$ cat src/sv/bmf_pkg.sv
package bmf_pkg;

   // widths fixed by the interface
   localparam int PIXEL_W      = 8;
   localparam int FRAME_SIZE_W = 5;

   // sizing
   localparam int MAX_SIDE_DEF = 16;
   localparam int MAX_RESULTS  = 17;
   localparam int MIN_SIDE     = 2;
   localparam int CNT_W        = $clog2(MAX_RESULTS - 1);
   localparam int SUM_W        = 12;
   localparam logic [FRAME_SIZE_W-1:0] FRAME_SIZE_RESET = 5'd8;

   // neighborhood sizes at corner and edge
   localparam int CORNER_TAPS  = 4;
   localparam int EDGE_TAPS    = 6;

   // reciprocal multipliers, exact for sums up to 9 * 255
   localparam int RECIP_W      = 13;
   localparam int RECIP_SHIFT  = 15;
   localparam logic [RECIP_W-1:0] RECIP6 = 13'd5462;
   localparam logic [RECIP_W-1:0] RECIP9 = 13'd3641;
   localparam int CORNER_SHIFT = 2;

   // queue between gather and divide
   localparam int QUEUE_DEPTH  = 2;

   typedef enum logic [1:0] {
      DIV4 = 2'd0,
      DIV6 = 2'd1,
      DIV9 = 2'd2
   } div_sel_type;

   typedef struct packed {
      logic [SUM_W-1:0] sum;
      div_sel_type      div_sel;
      logic             frame_end;
   } res_job_type;

endpackage

$ cat src/sv/bmf_front.sv
module bmf_front import bmf_pkg::*; #(
   parameter int MAX_SIDE = MAX_SIDE_DEF
) (
   input  logic                    clock,
   input  logic                    reset,
   input  logic                    req_valid,
   output logic                    req_stall,
   input  logic [PIXEL_W-1:0]      req_pixel,
   input  logic                    csr_wr_en,
   input  logic [FRAME_SIZE_W-1:0] csr_wr_data,
   output logic                    job_valid,
   input  logic                    job_ready,
   output res_job_type             job
);

   localparam int SIDE_CAP  = (MAX_SIDE < MAX_RESULTS - 2) ? MAX_SIDE : MAX_RESULTS - 2;
   localparam int MEM_DEPTH = 3 * MAX_SIDE;
   localparam int ADDR_W    = $clog2(MEM_DEPTH);

   typedef enum logic [2:0] {
      S_IDLE = 3'b001,
      S_READ = 3'b010,
      S_PUSH = 3'b100
   } front_state_type;

   front_state_type state_ff, state_in;
   logic [FRAME_SIZE_W-1:0] frame_size_ff, frame_size_in;
   logic [CNT_W-1:0] col_ff, col_in, row_ff, row_in;
   logic [1:0]       slot_ff, slot_in;
   logic [CNT_W-1:0] tr_ff, tr_in, tc_ff, tc_in, er_ff, er_in, ec_ff, ec_in;
   logic [1:0]       tslot_ff, tslot_in;
   logic [1:0]       ti_ff, ti_in, tj_ff, tj_in;
   logic [SUM_W-1:0] sum_ff, sum_in;
   logic [CNT_W-1:0] cnt_ff, cnt_in;
   logic             tap_in_ff, tap_in_in;
   logic [PIXEL_W-1:0] rdata_ff;
   logic [PIXEL_W-1:0] mem_ff [0:MEM_DEPTH-1];

   logic [CNT_W-1:0] side, side_m1, tap_col;
   logic [CNT_W:0]   rp1, cp1;
   logic             accept, tap_inside, rd_en;
   logic [1:0]       tap_slot;
   logic [ADDR_W-1:0] rd_addr, wr_addr;
   logic [SUM_W-1:0] sum_total;
   logic [CNT_W-1:0] cnt_total;

   function automatic logic [1:0] slot_next(input logic [1:0] s);
      return (s == 2'd2) ? 2'd0 : s + 2'd1;
   endfunction

   function automatic logic [1:0] slot_prev(input logic [1:0] s);
      return (s == 2'd0) ? 2'd2 : s - 2'd1;
   endfunction

   // active side, clamped
   always_comb begin
      if (frame_size_ff < FRAME_SIZE_W'(MIN_SIDE)) begin
         side = CNT_W'(MIN_SIDE);
      end else if (frame_size_ff > FRAME_SIZE_W'(SIDE_CAP)) begin
         side = CNT_W'(SIDE_CAP);
      end else begin
         side = CNT_W'(frame_size_ff);
      end
   end
   assign side_m1 = side - CNT_W'(1);

   assign accept    = req_valid && (state_ff == S_IDLE);
   assign req_stall = (state_ff != S_IDLE);

   // current tap position, offset by one to stay unsigned
   assign rp1 = {1'b0, tr_ff} + {{(CNT_W-1){1'b0}}, ti_ff};
   assign cp1 = {1'b0, tc_ff} + {{(CNT_W-1){1'b0}}, tj_ff};
   assign tap_inside = (rp1 != '0) && (rp1 <= {1'b0, side}) &&
                       (cp1 != '0) && (cp1 <= {1'b0, side});
   assign tap_col = CNT_W'(cp1 - (CNT_W+1)'(1));

   always_comb begin
      case (ti_ff)
         2'd0:    tap_slot = slot_prev(tslot_ff);
         2'd1:    tap_slot = tslot_ff;
         default: tap_slot = slot_next(tslot_ff);
      endcase
   end

   assign rd_addr = ADDR_W'(ADDR_W'(tap_slot * MAX_SIDE) + ADDR_W'(tap_col));
   assign wr_addr = ADDR_W'(ADDR_W'(slot_ff * MAX_SIDE) + ADDR_W'(col_ff));
   assign rd_en   = (state_ff == S_READ) && tap_inside;

   assign sum_total = sum_ff + (tap_in_ff ? SUM_W'(rdata_ff) : '0);
   assign cnt_total = cnt_ff + CNT_W'(tap_in_ff);

   assign job_valid = (state_ff == S_PUSH);
   always_comb begin
      job.sum       = sum_total;
      job.frame_end = (tr_ff == side_m1) && (tc_ff == side_m1);
      case (cnt_total)
         CNT_W'(CORNER_TAPS): job.div_sel = DIV4;
         CNT_W'(EDGE_TAPS):   job.div_sel = DIV6;
         default:             job.div_sel = DIV9;
      endcase
   end

   always_comb begin
      state_in      = state_ff;
      frame_size_in = frame_size_ff;
      col_in        = col_ff;
      row_in        = row_ff;
      slot_in       = slot_ff;
      tr_in         = tr_ff;
      tc_in         = tc_ff;
      er_in         = er_ff;
      ec_in         = ec_ff;
      tslot_in      = tslot_ff;
      ti_in         = ti_ff;
      tj_in         = tj_ff;
      sum_in        = sum_ff;
      cnt_in        = cnt_ff;
      tap_in_in     = tap_in_ff;
      case (state_ff)
         S_IDLE: begin
            if (accept) begin
               if ((row_ff == side_m1) && (col_ff == side_m1)) begin
                  row_in  = '0;
                  col_in  = '0;
                  slot_in = '0;
               end else if (col_ff == side_m1) begin
                  col_in  = '0;
                  row_in  = row_ff + CNT_W'(1);
                  slot_in = slot_next(slot_ff);
               end else begin
                  col_in  = col_ff + CNT_W'(1);
               end
               if ((row_ff != '0) && (col_ff != '0)) begin
                  // results run in raster order from the upper-left neighbor
                  tr_in    = row_ff - CNT_W'(1);
                  tc_in    = col_ff - CNT_W'(1);
                  tslot_in = slot_prev(slot_ff);
                  if (col_ff != side_m1) begin
                     er_in = row_ff - CNT_W'(1);
                     ec_in = col_ff - CNT_W'(1);
                  end else if (row_ff != side_m1) begin
                     er_in = row_ff - CNT_W'(1);
                     ec_in = side_m1;
                  end else begin
                     er_in = side_m1;
                     ec_in = side_m1;
                  end
                  ti_in     = '0;
                  tj_in     = '0;
                  sum_in    = '0;
                  cnt_in    = '0;
                  tap_in_in = 1'b0;
                  state_in  = S_READ;
               end
            end
         end
         S_READ: begin
            sum_in    = sum_total;
            cnt_in    = cnt_total;
            tap_in_in = tap_inside;
            if (tj_ff == 2'd2) begin
               tj_in = '0;
               if (ti_ff == 2'd2) begin
                  state_in = S_PUSH;
               end else begin
                  ti_in = ti_ff + 2'd1;
               end
            end else begin
               tj_in = tj_ff + 2'd1;
            end
         end
         S_PUSH: begin
            if (job_ready) begin
               if ((tr_ff == er_ff) && (tc_ff == ec_ff)) begin
                  state_in = S_IDLE;
               end else begin
                  if (tc_ff == side_m1) begin
                     tr_in    = tr_ff + CNT_W'(1);
                     tc_in    = '0;
                     tslot_in = slot_next(tslot_ff);
                  end else begin
                     tc_in = tc_ff + CNT_W'(1);
                  end
                  ti_in     = '0;
                  tj_in     = '0;
                  sum_in    = '0;
                  cnt_in    = '0;
                  tap_in_in = 1'b0;
                  state_in  = S_READ;
               end
            end
         end
         default: begin
            state_in = S_IDLE;
         end
      endcase
      if (csr_wr_en) begin
         frame_size_in = csr_wr_data;
         col_in        = '0;
         row_in        = '0;
         slot_in       = '0;
      end
   end

   always_ff @(posedge clock) begin
      if (reset) begin
         state_ff      <= S_IDLE;
         frame_size_ff <= FRAME_SIZE_RESET;
         col_ff        <= '0;
         row_ff        <= '0;
         slot_ff       <= '0;
         tr_ff         <= '0;
         tc_ff         <= '0;
         er_ff         <= '0;
         ec_ff         <= '0;
         tslot_ff      <= '0;
         ti_ff         <= '0;
         tj_ff         <= '0;
         sum_ff        <= '0;
         cnt_ff        <= '0;
         tap_in_ff     <= 1'b0;
      end else begin
         state_ff      <= state_in;
         frame_size_ff <= frame_size_in;
         col_ff        <= col_in;
         row_ff        <= row_in;
         slot_ff       <= slot_in;
         tr_ff         <= tr_in;
         tc_ff         <= tc_in;
         er_ff         <= er_in;
         ec_ff         <= ec_in;
         tslot_ff      <= tslot_in;
         ti_ff         <= ti_in;
         tj_ff         <= tj_in;
         sum_ff        <= sum_in;
         cnt_ff        <= cnt_in;
         tap_in_ff     <= tap_in_in;
      end
   end

   // line store: three row slots, one write and one registered read port
   always_ff @(posedge clock) begin
      if (accept) begin
         mem_ff[wr_addr] <= req_pixel;
      end
      if (rd_en) begin
         rdata_ff <= mem_ff[rd_addr];
      end
   end

endmodule

$ cat src/sv/bmf_queue.sv
module bmf_queue import bmf_pkg::*; (
   input  logic        clock,
   input  logic        reset,
   input  logic        push_valid,
   output logic        push_ready,
   input  res_job_type push_data,
   output logic        pop_valid,
   input  logic        pop_ready,
   output res_job_type pop_data
);

   localparam int QW = (QUEUE_DEPTH > 1) ? $clog2(QUEUE_DEPTH) : 1;

   res_job_type entry_ff [0:QUEUE_DEPTH-1];
   logic [QW-1:0] wr_ptr_ff, wr_ptr_in, rd_ptr_ff, rd_ptr_in;
   logic [QW:0]   count_ff, count_in;
   logic          do_push, do_pop;

   assign push_ready = (count_ff != (QW+1)'(QUEUE_DEPTH));
   assign pop_valid  = (count_ff != '0);
   assign pop_data   = entry_ff[rd_ptr_ff];
   assign do_push    = push_valid && push_ready;
   assign do_pop     = pop_valid && pop_ready;

   always_comb begin
      wr_ptr_in = do_push ? wr_ptr_ff + QW'(1) : wr_ptr_ff;
      rd_ptr_in = do_pop ? rd_ptr_ff + QW'(1) : rd_ptr_ff;
      count_in  = count_ff + (QW+1)'(do_push) - (QW+1)'(do_pop);
   end

   always_ff @(posedge clock) begin
      if (reset) begin
         wr_ptr_ff <= '0;
         rd_ptr_ff <= '0;
         count_ff  <= '0;
      end else begin
         wr_ptr_ff <= wr_ptr_in;
         rd_ptr_ff <= rd_ptr_in;
         count_ff  <= count_in;
      end
   end

   always_ff @(posedge clock) begin
      if (do_push) begin
         entry_ff[wr_ptr_ff] <= push_data;
      end
   end

endmodule

$ cat src/sv/bmf_back.sv
module bmf_back import bmf_pkg::*; (
   input  logic               clock,
   input  logic               reset,
   input  logic               job_valid,
   output logic               job_ready,
   input  res_job_type        job,
   output logic               rsp_valid,
   input  logic               rsp_stall,
   output logic [PIXEL_W-1:0] rsp_smoothed,
   output logic               rsp_frame_end
);

   localparam int PROD_W = SUM_W + RECIP_W;

   logic               rsp_valid_ff, rsp_valid_in;
   logic [PIXEL_W-1:0] smoothed_ff, smoothed_in;
   logic               frame_end_ff, frame_end_in;
   logic [RECIP_W-1:0] recip;
   logic [PROD_W-1:0]  prod;
   logic               load;

   assign load      = job_valid && (!rsp_valid_ff || !rsp_stall);
   assign job_ready = load;

   // divide by 6 or 9 as multiply by reciprocal
   assign recip = (job.div_sel == DIV6) ? RECIP6 : RECIP9;
   assign prod  = PROD_W'(job.sum) * PROD_W'(recip);

   always_comb begin
      case (job.div_sel)
         DIV4:    smoothed_in = PIXEL_W'(job.sum >> CORNER_SHIFT);
         DIV6:    smoothed_in = prod[RECIP_SHIFT +: PIXEL_W];
         DIV9:    smoothed_in = prod[RECIP_SHIFT +: PIXEL_W];
         default: smoothed_in = '0;
      endcase
      frame_end_in = job.frame_end;
      if (load) begin
         rsp_valid_in = 1'b1;
      end else if (!rsp_stall) begin
         rsp_valid_in = 1'b0;
      end else begin
         rsp_valid_in = rsp_valid_ff;
      end
   end

   always_ff @(posedge clock) begin
      if (reset) begin
         rsp_valid_ff <= 1'b0;
      end else begin
         rsp_valid_ff <= rsp_valid_in;
      end
   end

   always_ff @(posedge clock) begin
      if (load) begin
         smoothed_ff  <= smoothed_in;
         frame_end_ff <= frame_end_in;
      end
   end

   assign rsp_valid     = rsp_valid_ff;
   assign rsp_smoothed  = smoothed_ff;
   assign rsp_frame_end = frame_end_ff;

endmodule

$ cat src/sv/box_mean_filter_3x3_core.sv
// channel  dir  handshake               payload
// req      in   req_valid / req_stall   req_pixel[7:0]
// rsp      out  rsp_valid / rsp_stall   rsp_smoothed[7:0], rsp_frame_end
// csr      in   csr_wr_en               csr_wr_data[4:0] = frame_size
//
// a pixel that completes no result leaves the front idle; for every result the
// gather sequencer steps through the nine taps over the single line store
// read port, then pushes once, and the frame's final pixel walks n+2 results
// reset is synchronous; it empties the queue and output register and sets
// frame_size to 8; the line store is not cleared and needs no clearing pass
// rsp_stall holds the output register; req_stall is high while the front walks
// a pixel's results, and stays high longer once the two-entry queue is full
module box_mean_filter_3x3_core import bmf_pkg::*; #(
   parameter int MAX_SIDE = MAX_SIDE_DEF
) (
   input  logic                    clock,
   input  logic                    reset,
   input  logic                    req_valid,
   output logic                    req_stall,
   input  logic [PIXEL_W-1:0]      req_pixel,
   output logic                    rsp_valid,
   input  logic                    rsp_stall,
   output logic [PIXEL_W-1:0]      rsp_smoothed,
   output logic                    rsp_frame_end,
   input  logic                    csr_wr_en,
   input  logic [FRAME_SIZE_W-1:0] csr_wr_data
);

   // front to queue
   logic        fq_valid, fq_ready;
   res_job_type fq_job;
   // queue to back
   logic        qb_valid, qb_ready;
   res_job_type qb_job;

   // front: accepts pixels, writes line store, walks the results each pixel
   // completes and sums the clipped neighborhood of each one
   bmf_front #(
      .MAX_SIDE (MAX_SIDE)
   ) u_front (
      .clock       (clock),
      .reset       (reset),
      .req_valid   (req_valid),
      .req_stall   (req_stall),
      .req_pixel   (req_pixel),
      .csr_wr_en   (csr_wr_en),
      .csr_wr_data (csr_wr_data),
      .job_valid   (fq_valid),
      .job_ready   (fq_ready),
      .job         (fq_job)
   );

   // short queue of (sum, divisor, frame end) between the two sides
   bmf_queue u_queue (
      .clock      (clock),
      .reset      (reset),
      .push_valid (fq_valid),
      .push_ready (fq_ready),
      .push_data  (fq_job),
      .pop_valid  (qb_valid),
      .pop_ready  (qb_ready),
      .pop_data   (qb_job)
   );

   // back: divide by 4, 6 or 9 and hold the result in the output register
   bmf_back u_back (
      .clock         (clock),
      .reset         (reset),
      .job_valid     (qb_valid),
      .job_ready     (qb_ready),
      .job           (qb_job),
      .rsp_valid     (rsp_valid),
      .rsp_stall     (rsp_stall),
      .rsp_smoothed  (rsp_smoothed),
      .rsp_frame_end (rsp_frame_end)
   );

endmodule

$ cat config.mk
export PLATFORM = sky130hd
export DESIGN_NAME = box_mean_filter_3x3_core
export DESIGN_NICKNAME = d
export VERILOG_FILES = /design/src/sv/bmf_pkg.sv /design/src/sv/bmf_front.sv /design/src/sv/bmf_queue.sv /design/src/sv/bmf_back.sv /design/src/sv/box_mean_filter_3x3_core.sv
export SDC_FILE = /design/constraint.sdc
export NUM_CORES = 1
export LEC_CHECK = 0
export BUFFER_PORTS_ARGS = -buffer_cell sky130_fd_sc_hd__buf_2
export CAP_MARGIN = 10
export CORE_UTILIZATION = 25
export CTS_CLUSTER_SIZE = 25
export DETAILED_ROUTE_END_ITERATION = 7
export GPL_TIMING_DRIVEN = 0
export PLACE_DENSITY = 0.4
export SYNTH_ARGS = -nofsm -noshare
export SYNTH_HDL_FRONTEND = slang
export SYNTH_HIERARCHICAL = 1
export SYNTH_SLANG_ARGS = --single-unit
export TNS_END_PERCENT = 50
$ cat constraint.sdc
create_clock -name clock -period 11.4 [get_ports clock]
set_input_delay 2.28 -clock clock [delete_from_list [all_inputs] [get_ports clock]]
set_output_delay 2.28 -clock clock [all_outputs]
set_load 0.02 [all_outputs]
# Yosys cells after proc, flatten, opt, wreduce, memory -nomap -nowiden
# Memories as Yosys holds them, arrays and structs flattened. A register that Yosys moved wholly into a read port is not among the register bits.
# Index checks and enable logic that the tools add are counted.
# word_totals
wordCells	197
ramBits	414
regBits	71
output_inout_bits	11
in_bits	18
memories	2
# mem_list
memory	depth	word_bits	read_ports	rd_ports_with_merged_regs	wr	line_no	source
u_front.mem_ff	48	8	1	1	1	bmf_front.sv:37	logic [PIXEL_W-1:0] mem_ff [0:MEM_DEPTH-1];
u_queue.entry_ff	2	15	1	1	1	bmf_queue.sv:14	res_job_type entry_ff [0:QUEUE_DEPTH-1];
# op_classes
add_sub_neg	24
eq_ne	31
magnitude_cmp	4
n_mux	77
multipliers	1
reduce_logical	37
# ops
operator	n
$mux W4	23
$mux W12	4
$mux W2	19
$pmux W12 S3	1
$eq A4 B4 Y1	6
$mul A12 B13 Y23	1
$add A4 B1 Y4 const B	4
$ne A2 B2 Y1 const B	8
$pmux W4 S2	2
$pmux W8 S2	1
$sub A4 B1 Y4 const B	4
$mux W3	5
$reduce_and A5 Y1	3
$mux W13	1
$add A12 B12 Y12	1
$add A6 B4 Y6	2
$logic_and A1 B1 Y1	12
$mux W1	12
$pmux W2 S2	3
$pmux W2 S3	2
$pmux W4 S3	1
$add A4 B2 Y5	2
$eq A2 B2 Y1 const B	5
$le A5 B4 Y1	2
31 further kinds	50

# Depth between registers and ports, before layout
# Gate-level depths: netlist of the first run.
# logic_depth
depth_word	9
depth_mapped	26
mapped_depth_nobuf	22

# By module
# The synthesis of the first run kept the hierarchy.
# by_module_without_submodules
mod	seq_area_each_um2	instances	cells_per_inst	area_per_inst_um2
bmf_front	12912.4	1	1166	19291.0
bmf_back	290.3	1	418	3896.2
bmf_queue	1001.0	1	76	1337.5

# Worst setup path after synthesis of the first run
# Ideal clock, no wire load.
# synth_path
path_type	register to register
from	register (tool-made name)
to	register u_back.smoothed_ff[6], in the netlist u_back/rsp_smoothed[6], data pin
required_time_ns	11.139
path_buffers	5
path_stages_with_launch	25
slack_ns	4.564
setup_ns	0.261
period_less_slack_ns	6.836
arrival_ns	6.575
cell_sequence	dfxtp_1 -> buf_2 -> buf_2 -> mux2_2 -> inv_1 -> ha_1 -> clkbuf_1 -> clkbuf_1 -> clkbuf_1 -> nand2_1 -> fa_1 -> inv_1 -> fa_1 -> fa_1 -> fa_1 -> inv_1 -> fa_1 -> inv_1 -> ha_1 -> a2111oi_4 -> o221ai_2 -> a221oi_2 -> a211oi_1 -> a31o_1 -> a221o_1
# synth_rtl
item	line_no	source
to (signal assigned)	bmf_back.sv:56	smoothed_ff <= smoothed_in;
to (decl)	bmf_back.sv:16	logic [PIXEL_W-1:0] smoothed_ff, smoothed_in;

==> results of run 1 <==
==> worst max-delay path, cell delays in order (launching register included) <==
cell	delay, ns
dfxtp_1	0.30
buf_2	0.20
buf_2	0.30
mux2_2	0.40
inv_1	0.08
ha_1	0.14
clkbuf_1	0.34
clkbuf_1	0.46
clkbuf_1	0.43
nand2_1	0.18
fa_1	0.57
inv_1	0.07
fa_1	0.51
fa_1	0.52
fa_1	0.54
inv_1	0.05
fa_1	0.55
inv_1	0.05
ha_1	0.38
a2111oi_4	0.33
o221ai_2	0.18
a221oi_2	0.48
a211oi_1	0.13
a31o_1	0.21
a221o_1	0.33
==> logic make-up (layout without fill, tap and decap cells) <==
kind of cell             count (synthesis)  after routing  synth area share
multiplexers                           154            154             0.124
flip-flops                             494            494             0.579
adder cells (fa/ha/maj)                180            180             0.115
AND/OR/NAND/NOR                        343            343            0.0671
XOR/XNOR                                50             50            0.0193
buffers and inverters                  235            367            0.0374
other                                    2             14          0.000306
AO/OA/AOI/OAI                          202            202            0.0580
==> stage by stage <==
step	hold slack (ns)	util	instances	instance area, µm²	setup WS (ns)
3_3_place_gp	0.462	0.271	2975	26300	3.30
4_1_cts	0.472	0.290	3080	28100	3.31
3_5_place_dp	0.464	0.272	2978	26400	3.37
5_1_grt	0.500	0.290	3080	28100	2.85
6_report	0.473	0.290	3080	28100	3.37
2_1_floorplan	0.443	-	1672	24600	4.56
==> cells in the final DEF (no fill, tap or decap), types with 14 or more instances in the layout <==
cell and n:
dfxtp_1 63, clkinv_2 14, ha_1 105, nand2_1 74
buf_2 40, o21ai_0 33, conb_1 14, nand2b_1 16
nand3_1 28, nor2_1 120, clkbuf_16 56, mux2_2 17
xnor2_1 22, edfxtp_1 431, clkbuf_1 60, nor3_1 15
and2_1 18, a21oi_1 51, inv_1 156, xor2_1 25
a21o_1 15, nor2b_1 15, fa_1 75, mux4_2 118
mux2i_1 18
==> flip-flops by register name, summed over array words and instances (netlist names), 3 cells and up, named ones only <==
name,count
u_front/mem_ff,384
u_queue/entry_ff,30
u_front/sum_ff,12
u_back/rsp_smoothed,8
u_front/rdata_ff,8
u_front/frame_size_ff,5
u_front/cnt_ff,4
u_front/col_ff,4
u_front/ec_ff,4
u_front/er_ff,4
u_front/row_ff,4
u_front/tc_ff,4
u_front/tr_ff,4
u_front/state_ff,3
==> worst paths after layout <==
check / cells past startpoint / slack (ns) / startpoint / end
min reg2reg: 2 / 0.47 / u_front/er_ff[2] / u_front/er_ff[2]
min: 2 / 0.47 / u_front/er_ff[2] / u_front/er_ff[2]
max: 24 / 3.37 / register / u_back/rsp_smoothed[6]
max reg2reg: 24 / 3.37 / register / u_back/rsp_smoothed[6]
==> per-layer routing <==
metal	part of all wire	wire [µm]	vias up	GRT usage
met5	0	0	-	0
met4	0.027	1750	0	0.0425
met3	0.041	2650	101	0.0214
met2	0.48	31300	274	0.219
met1	0.45	29500	7318	0.179
li1	-	-	6409	-
==> power breakdown <==
| part | total (mW) | switching [mW] | internal, mW |
|---|---|---|---|
| Sequential | 2.07 | 0.0336 | 2.04 |
| Clock | 1.74 | 0.746 | 0.994 |
| Combinational | 3.50 | 2.04 | 1.46 |
| Total | 7.31 | 2.81 | 4.49 |
==> cells in the mapped netlist, types with 5 or more instances <==
library cell,count
edfxtp_1,431
inv_1,156
nor2_1,120
mux4_2,118
ha_1,105
fa_1,75
nand2_1,74
dfxtp_1,63
clkbuf_1,52
a21oi_1,51
o21ai_0,33
nand3_1,28
xor2_1,25
xnor2_1,22
and2_1,18
mux2i_1,18
mux2_2,17
nand2b_1,16
a21o_1,15
nor2b_1,15
nor3_1,15
buf_2,13
nand4_1,12
a31oi_1,11
o21a_1,11
a22oi_1,9
and3_1,9
buf_1,9
o211ai_1,8
o41ai_1,6
or2_2,6
a311oi_1,5
a32oi_1,5
nor4_1,5
or3_1,5
==> area by class of cell <==
| cell class | instances | area [µm²] |
|---|---|---|
| Clock inverter | 38 | 344 |
| Timing Repair Buffer | 30 | 180 |
| Fill cell | 9783 | 68900 |
| Tap cell | 1276 | 1600 |
| Multi-Input combinational cell | 943 | 9450 |
| Inverter | 157 | 589 |
| Sequential cell | 494 | 14200 |
| Buffer | 78 | 328 |
| Clock buffer | 64 | 1430 |
==> results.json, run 1 <==
{
  "setup_viol": 0,
  "fp-row-count": 114,
  "core_area_um2": 97000,
  "wl_per_cell_um": 21.2,
  "antenna_cells": 0,
  "worstSetupStartpointType": "register",
  "fmax_mhz": 125,
  "crit_arrival_ns": 8.36,
  "vias": 14102,
  "cts_made_buffers": 55,
  "synth.top_cell.area_share": 0.528,
  "area.growth.synth_to_final_pct": 14.7,
  "ios": 29,
  "drv_slew": 0,
  "antenna_found_initial": 0,
  "critical_path.endpoint_type": "register",
  "leakage_nw": 9.84,
  "cts_tree": "done",
  "avgSynthCellArea_um2": 14.8,
  "grt_pass1_wl_mm": 97.7,
  "cts-resized-gates": 0,
  "max-cap-violations": 0,
  "yosys-top-cells-area": "edfxtp_1, mux4_2, fa_1",
  "post_cts_buffers": 0,
  "clockRootBuffer": "clkbuf_16",
  "yosys.cell_types.count": 84,
  "finalHoldViolations": 0,
  "drive_above_1_share": 0.160,
  "drtPass1Iterations": 8,
  "required_ns": 11.73,
  "totalPowerFinal_mw": 7.31,
  "clk_pin_slew_ns": 0.06,
  "holdBufCountCts": 0,
  "drtIter0Drc": 918,
  "worstMarginPinSlew_ns": 1.25,
  "min_period_ns": 8.03,
  "start_util": 0.253,
  "final_antenna_net_count": 0,
  "power.density_nw_per_um2": 260,
  "chipWidth_um": 315,
  "critPathMaxFanout": 10,
  "yosysWarnings": 6,
  "synth-seq-cells": 494,
  "failed_checks": "DRC",
  "netlist_area_um2": 24500,
  "remaining_drc_errors": 1,
  "htreeDepth": 2,
  "yosys.area.top_type": "edfxtp_1",
  "synth_edf_count": 431,
  "async_reset_ff_frac": 0,
  "die_h_um": 315,
  "ys.flop_type": "edfxtp_1",
  "outcome": "finished, violations left",
  "ir_drop_mv": 0.189,
  "gp_congestion": 0.795,
  "grt_pass1_vias": 14777,
  "nNetsFinal": 1957,
  "grt_util_all_layers": 0.134,
  "routed_wl_mm": 65.2,
  "port_buffers": 27,
  "cts.sinks": 494,
  "clkLatencyLatePin_ns": 0.62,
  "fin_crit_sh": 0.704,
  "synth_seq_area_share": 0.579,
  "worst-setup-path-type": "reg2reg",
  "hold_class": "reg2reg",
  "drt-vias-per-instance": 4.58,
  "synthCells": 1660,
  "grt_max_degree": 49,
  "fin_setup_tns_ns": 0,
  "relSlewSlack": 0.164,
  "skew_ns": 0.0336,
  "grt_remaining_overflow": 0,
  "clockBufferDepth": 3,
  "grt_setup_unrepaired": "no",
  "fp.dieArea_um2": 99400,
  "dp_hpwl_mm": 46.3
}
Power figures use the tool's default switching activity.
==> inputs of run 2 (changes only) <==
--- a/config.mk
+++ b/config.mk
@@ -5,13 +5,14 @@
 export SDC_FILE = /design/constraint.sdc
 export NUM_CORES = 1
 export LEC_CHECK = 0
+export ABC_AREA = 1
 export BUFFER_PORTS_ARGS = -buffer_cell sky130_fd_sc_hd__buf_2
 export CAP_MARGIN = 10
 export CORE_UTILIZATION = 25
 export CTS_CLUSTER_SIZE = 25
 export DETAILED_ROUTE_END_ITERATION = 7
 export GPL_TIMING_DRIVEN = 0
-export PLACE_DENSITY = 0.4
+export PLACE_DENSITY = 0.41
 export SYNTH_ARGS = -nofsm -noshare
 export SYNTH_HDL_FRONTEND = slang
 export SYNTH_HIERARCHICAL = 1
==> constraint.sdc (replaced) <==
create_clock -name clock -period 7.1 [get_ports clock]
set_input_delay 1.42 -clock clock [delete_from_list [all_inputs] [get_ports clock]]
set_output_delay 1.42 -clock clock [all_outputs]
set_load 0.02 [all_outputs]
==> run 2 against run 1 <==
The run now ends clean. Worst setup slack worse by 2.9 ns. Area after synthesis grew 6.0%. Via count increased by 28%. Maximum frequency up 21%. Critical path depth up 4. Worst hold slack got worse by 0.0077 ns. Count of clock-buffer cells in the layout grew 4. Combinational power rose by 5.7%. Critical path type unchanged.
==> results.json, run 2 <==
{
  "power.density_nw_per_um2": 332,
  "clockBufferDepth": 3,
  "async_reset_ff_frac": 0,
  "top_register": "u_front/mem_ff",
  "design_area_um2": 29800,
  "clk_pin_slew_ns": 0.06,
  "r2r_cells": 28,
  "cts_tree": "done",
  "chipWidth_um": 324,
  "drtPass1Iterations": 7,
  "grt_max_degree": 49,
  "skew_ns": 0.0590,
  "drive_above_1_share": 0.0889,
  "setup_viol": 0,
  "required_ns": 7.59,
  "clkLatencyLatePin_ns": 0.66,
  "mostFrequentLayoutCell": "nor2_1",
  "area.growth.synth_to_final_pct": 14.8,
  "crit_arrival_ns": 7.10,
  "synth_seq_area_share": 0.547,
  "critical-path-top-delay-family": "adder cells",
  "wl_per_cell_um": 18.2,
  "yosys.cell_types.count": 47,
  "r2r_slack_ns": 0.48,
  "outcome": "completed",
  "crit_cells": 28,
  "die_h_um": 324,
  "grt_setup_unrepaired": "no",
  "fin_cells": 4159,
  "yosysMostFrequentCell": "nor2_1",
  "synth-seq-cells": 494,
  "routed_wl_mm": 75.6,
  "drv_slew": 0,
  "netlist_area_um2": 26000,
  "hold_class": "reg2reg",
  "clockRootBuffer": "clkbuf_16",
  "gp_congestion": 0.832,
  "synthCells": 2642,
  "grt_remaining_overflow": 0,
  "critPathMaxFanout": 10,
  "fmax_mhz": 151,
  "nFillCells": 10906,
  "min_period_ns": 6.62,
  "leakage_nw": 11.9,
  "synth.top_cell.area_share": 0.498,
  "ios": 29,
  "critPathMaxStageDelay_ns": 0.56,
  "placed_cells": 4053,
  "ys.flop_type": "edfxtp_1",
  "port_buffers": 28,
  "yosys-top-cells-area": "edfxtp_1, nor2_1, nand2_1",
  "cts-resized-gates": 0,
  "cts_made_buffers": 56,
  "slowest_stage": "fa_1",
  "dp_hpwl_mm": 53.3,
  "drt-vias-per-instance": 4.35,
  "antenna_found_initial": 0,
  "worstSetupStartpointType": "register",
  "yosysWarnings": 6,
  "multi_input_area_um2": 10100,
  "cp_num_buf_inv": 10,
  "grt_pass1_vias": 18116,
  "finalHoldViolations": 0,
  "seqCellArea_um2": 14200,
  "largest_reg_flops": 384,
  "htreeDepth": 2,
  "holdBufCountCts": 0,
  "dpl_cell_area_um2": 27900,
  "start_util": 0.254,
  "remaining_drc_errors": 0,
  "post_cts_buffers": 0,
  "ir_drop_mv": 0.178,
  "worstMarginPinSlew_ns": 1.18,
  "fp.dieArea_um2": 105000,
  "core_area_um2": 102000,
  "critical_path.endpoint_type": "register",
  "fp-row-count": 117,
  "max-cap-violations": 0,
  "nNetsFinal": 2943,
  "relSlewSlack": 0.215,
  "yosys.area.top_type": "edfxtp_1",
  "avgSynthCellArea_um2": 9.84,
  "cts.sinks": 494,
  "fin_setup_tns_ns": 0,
  "fin_crit_sh": 0.932,
  "cp-endpoint": "u_back/rsp_smoothed[7]",
  "grt_pass1_wl_mm": 115,
  "vias": 18102,
  "worst-setup-path-type": "reg2reg",
  "final_antenna_net_count": 0,
  "synth_edf_count": 431,
  "r2r_end": "u_back/rsp_smoothed[7]",
  "drtIter0Drc": 1143,
  "final_cell_mix": "nor2_1, nand2_1, edfxtp_1",
  "antenna_cells": 0,
  "synth_commonest_cells": "nor2_1, edfxtp_1, nand2_1",
  "largest_registers": "u_front/mem_ff: 384 flops, u_queue/entry_ff: 30 flops, u_front/sum_ff: 12 flops",
  "grt_util_all_layers": 0.144
}
[run 2: how the worst min path moves through the flow]
stage                      start                 to  slack [ns]  cells after the start
2_1_floorplan  u_front/sum_ff[4]  u_front/sum_ff[4]        0.44                      2
3_3_place_gp   u_front/cnt_ff[0]  u_front/cnt_ff[0]        0.45                      2
3_5_place_dp   u_front/sum_ff[4]  u_front/sum_ff[4]        0.46                      2
4_1_cts        u_front/sum_ff[4]  u_front/sum_ff[4]        0.47                      2
5_1_grt        u_front/sum_ff[2]  u_front/sum_ff[2]        0.48                      2
6_report        u_back/rsp_valid   u_back/rsp_valid        0.47                      2
[run 2: cells by family (layout without fill, tap and decap cells)]
family	after synthesis	in the layout	share of synthesized area
and+or+nand+nor	1043	1043	0.165
xor gates and xnor gates	40	40	0.0142
buffers and inverters	424	561	0.0683
DFF	494	494	0.547
muxes	15	15	0.00794
AOI/OAI and AO/OA	444	444	0.0895
adders and majority gates	180	180	0.108
other	2	14	0.000289
[run 2: worst register-to-register path: cells and delay by family, from the launching register on]
kind	cells	cell delay, ns
mux	1	0.31
compound gates	2	0.38
flops	1	0.32
buf+inv	10	1.50
fa+ha+maj	7	2.74
simple gates	8	1.21
[run 2: cell type report]
| type | count | area share |
|---|---|---|
| Sequential cell | 494 | 0.476 |
| Multi-Input combinational cell | 1736 | 0.337 |
| Tap cell | 1368 | 0.0574 |
| Clock buffer | 68 | 0.0488 |
| Inverter | 312 | 0.0393 |
| Buffer | 112 | 0.0202 |
| Clock inverter | 36 | 0.0131 |
| Timing Repair Buffer | 33 | 0.00763 |
[run 2: power by group]
part	leakage [nW]	internal, mW	switching, mW
registers	4.41	3.23	0.0429
logic	6.56	1.08	2.63
clock network	0.896	1.68	1.23
total	11.9	5.99	3.90
[run 2: routing by layer]
layer  vias up  track usage  share of wire
met5         -            0              0
met4         0       0.0375          0.020
met3        82       0.0195          0.035
met2       293        0.234           0.46
met1      8751        0.201           0.48
li1       8976            -              -
[run 2: stage by stage]
stage	util	hold WS [ns]	power, mW	setup WS, ns
5_1_grt	0.291	0.482	10.5	0.0117
4_1_cts	0.291	0.470	10.0	0.442
6_report	0.291	0.465	9.89	0.482
2_1_floorplan	-	0.443	5.63	1.48
3_3_place_gp	0.272	0.454	7.04	0.431
3_5_place_dp	0.273	0.459	7.04	0.442
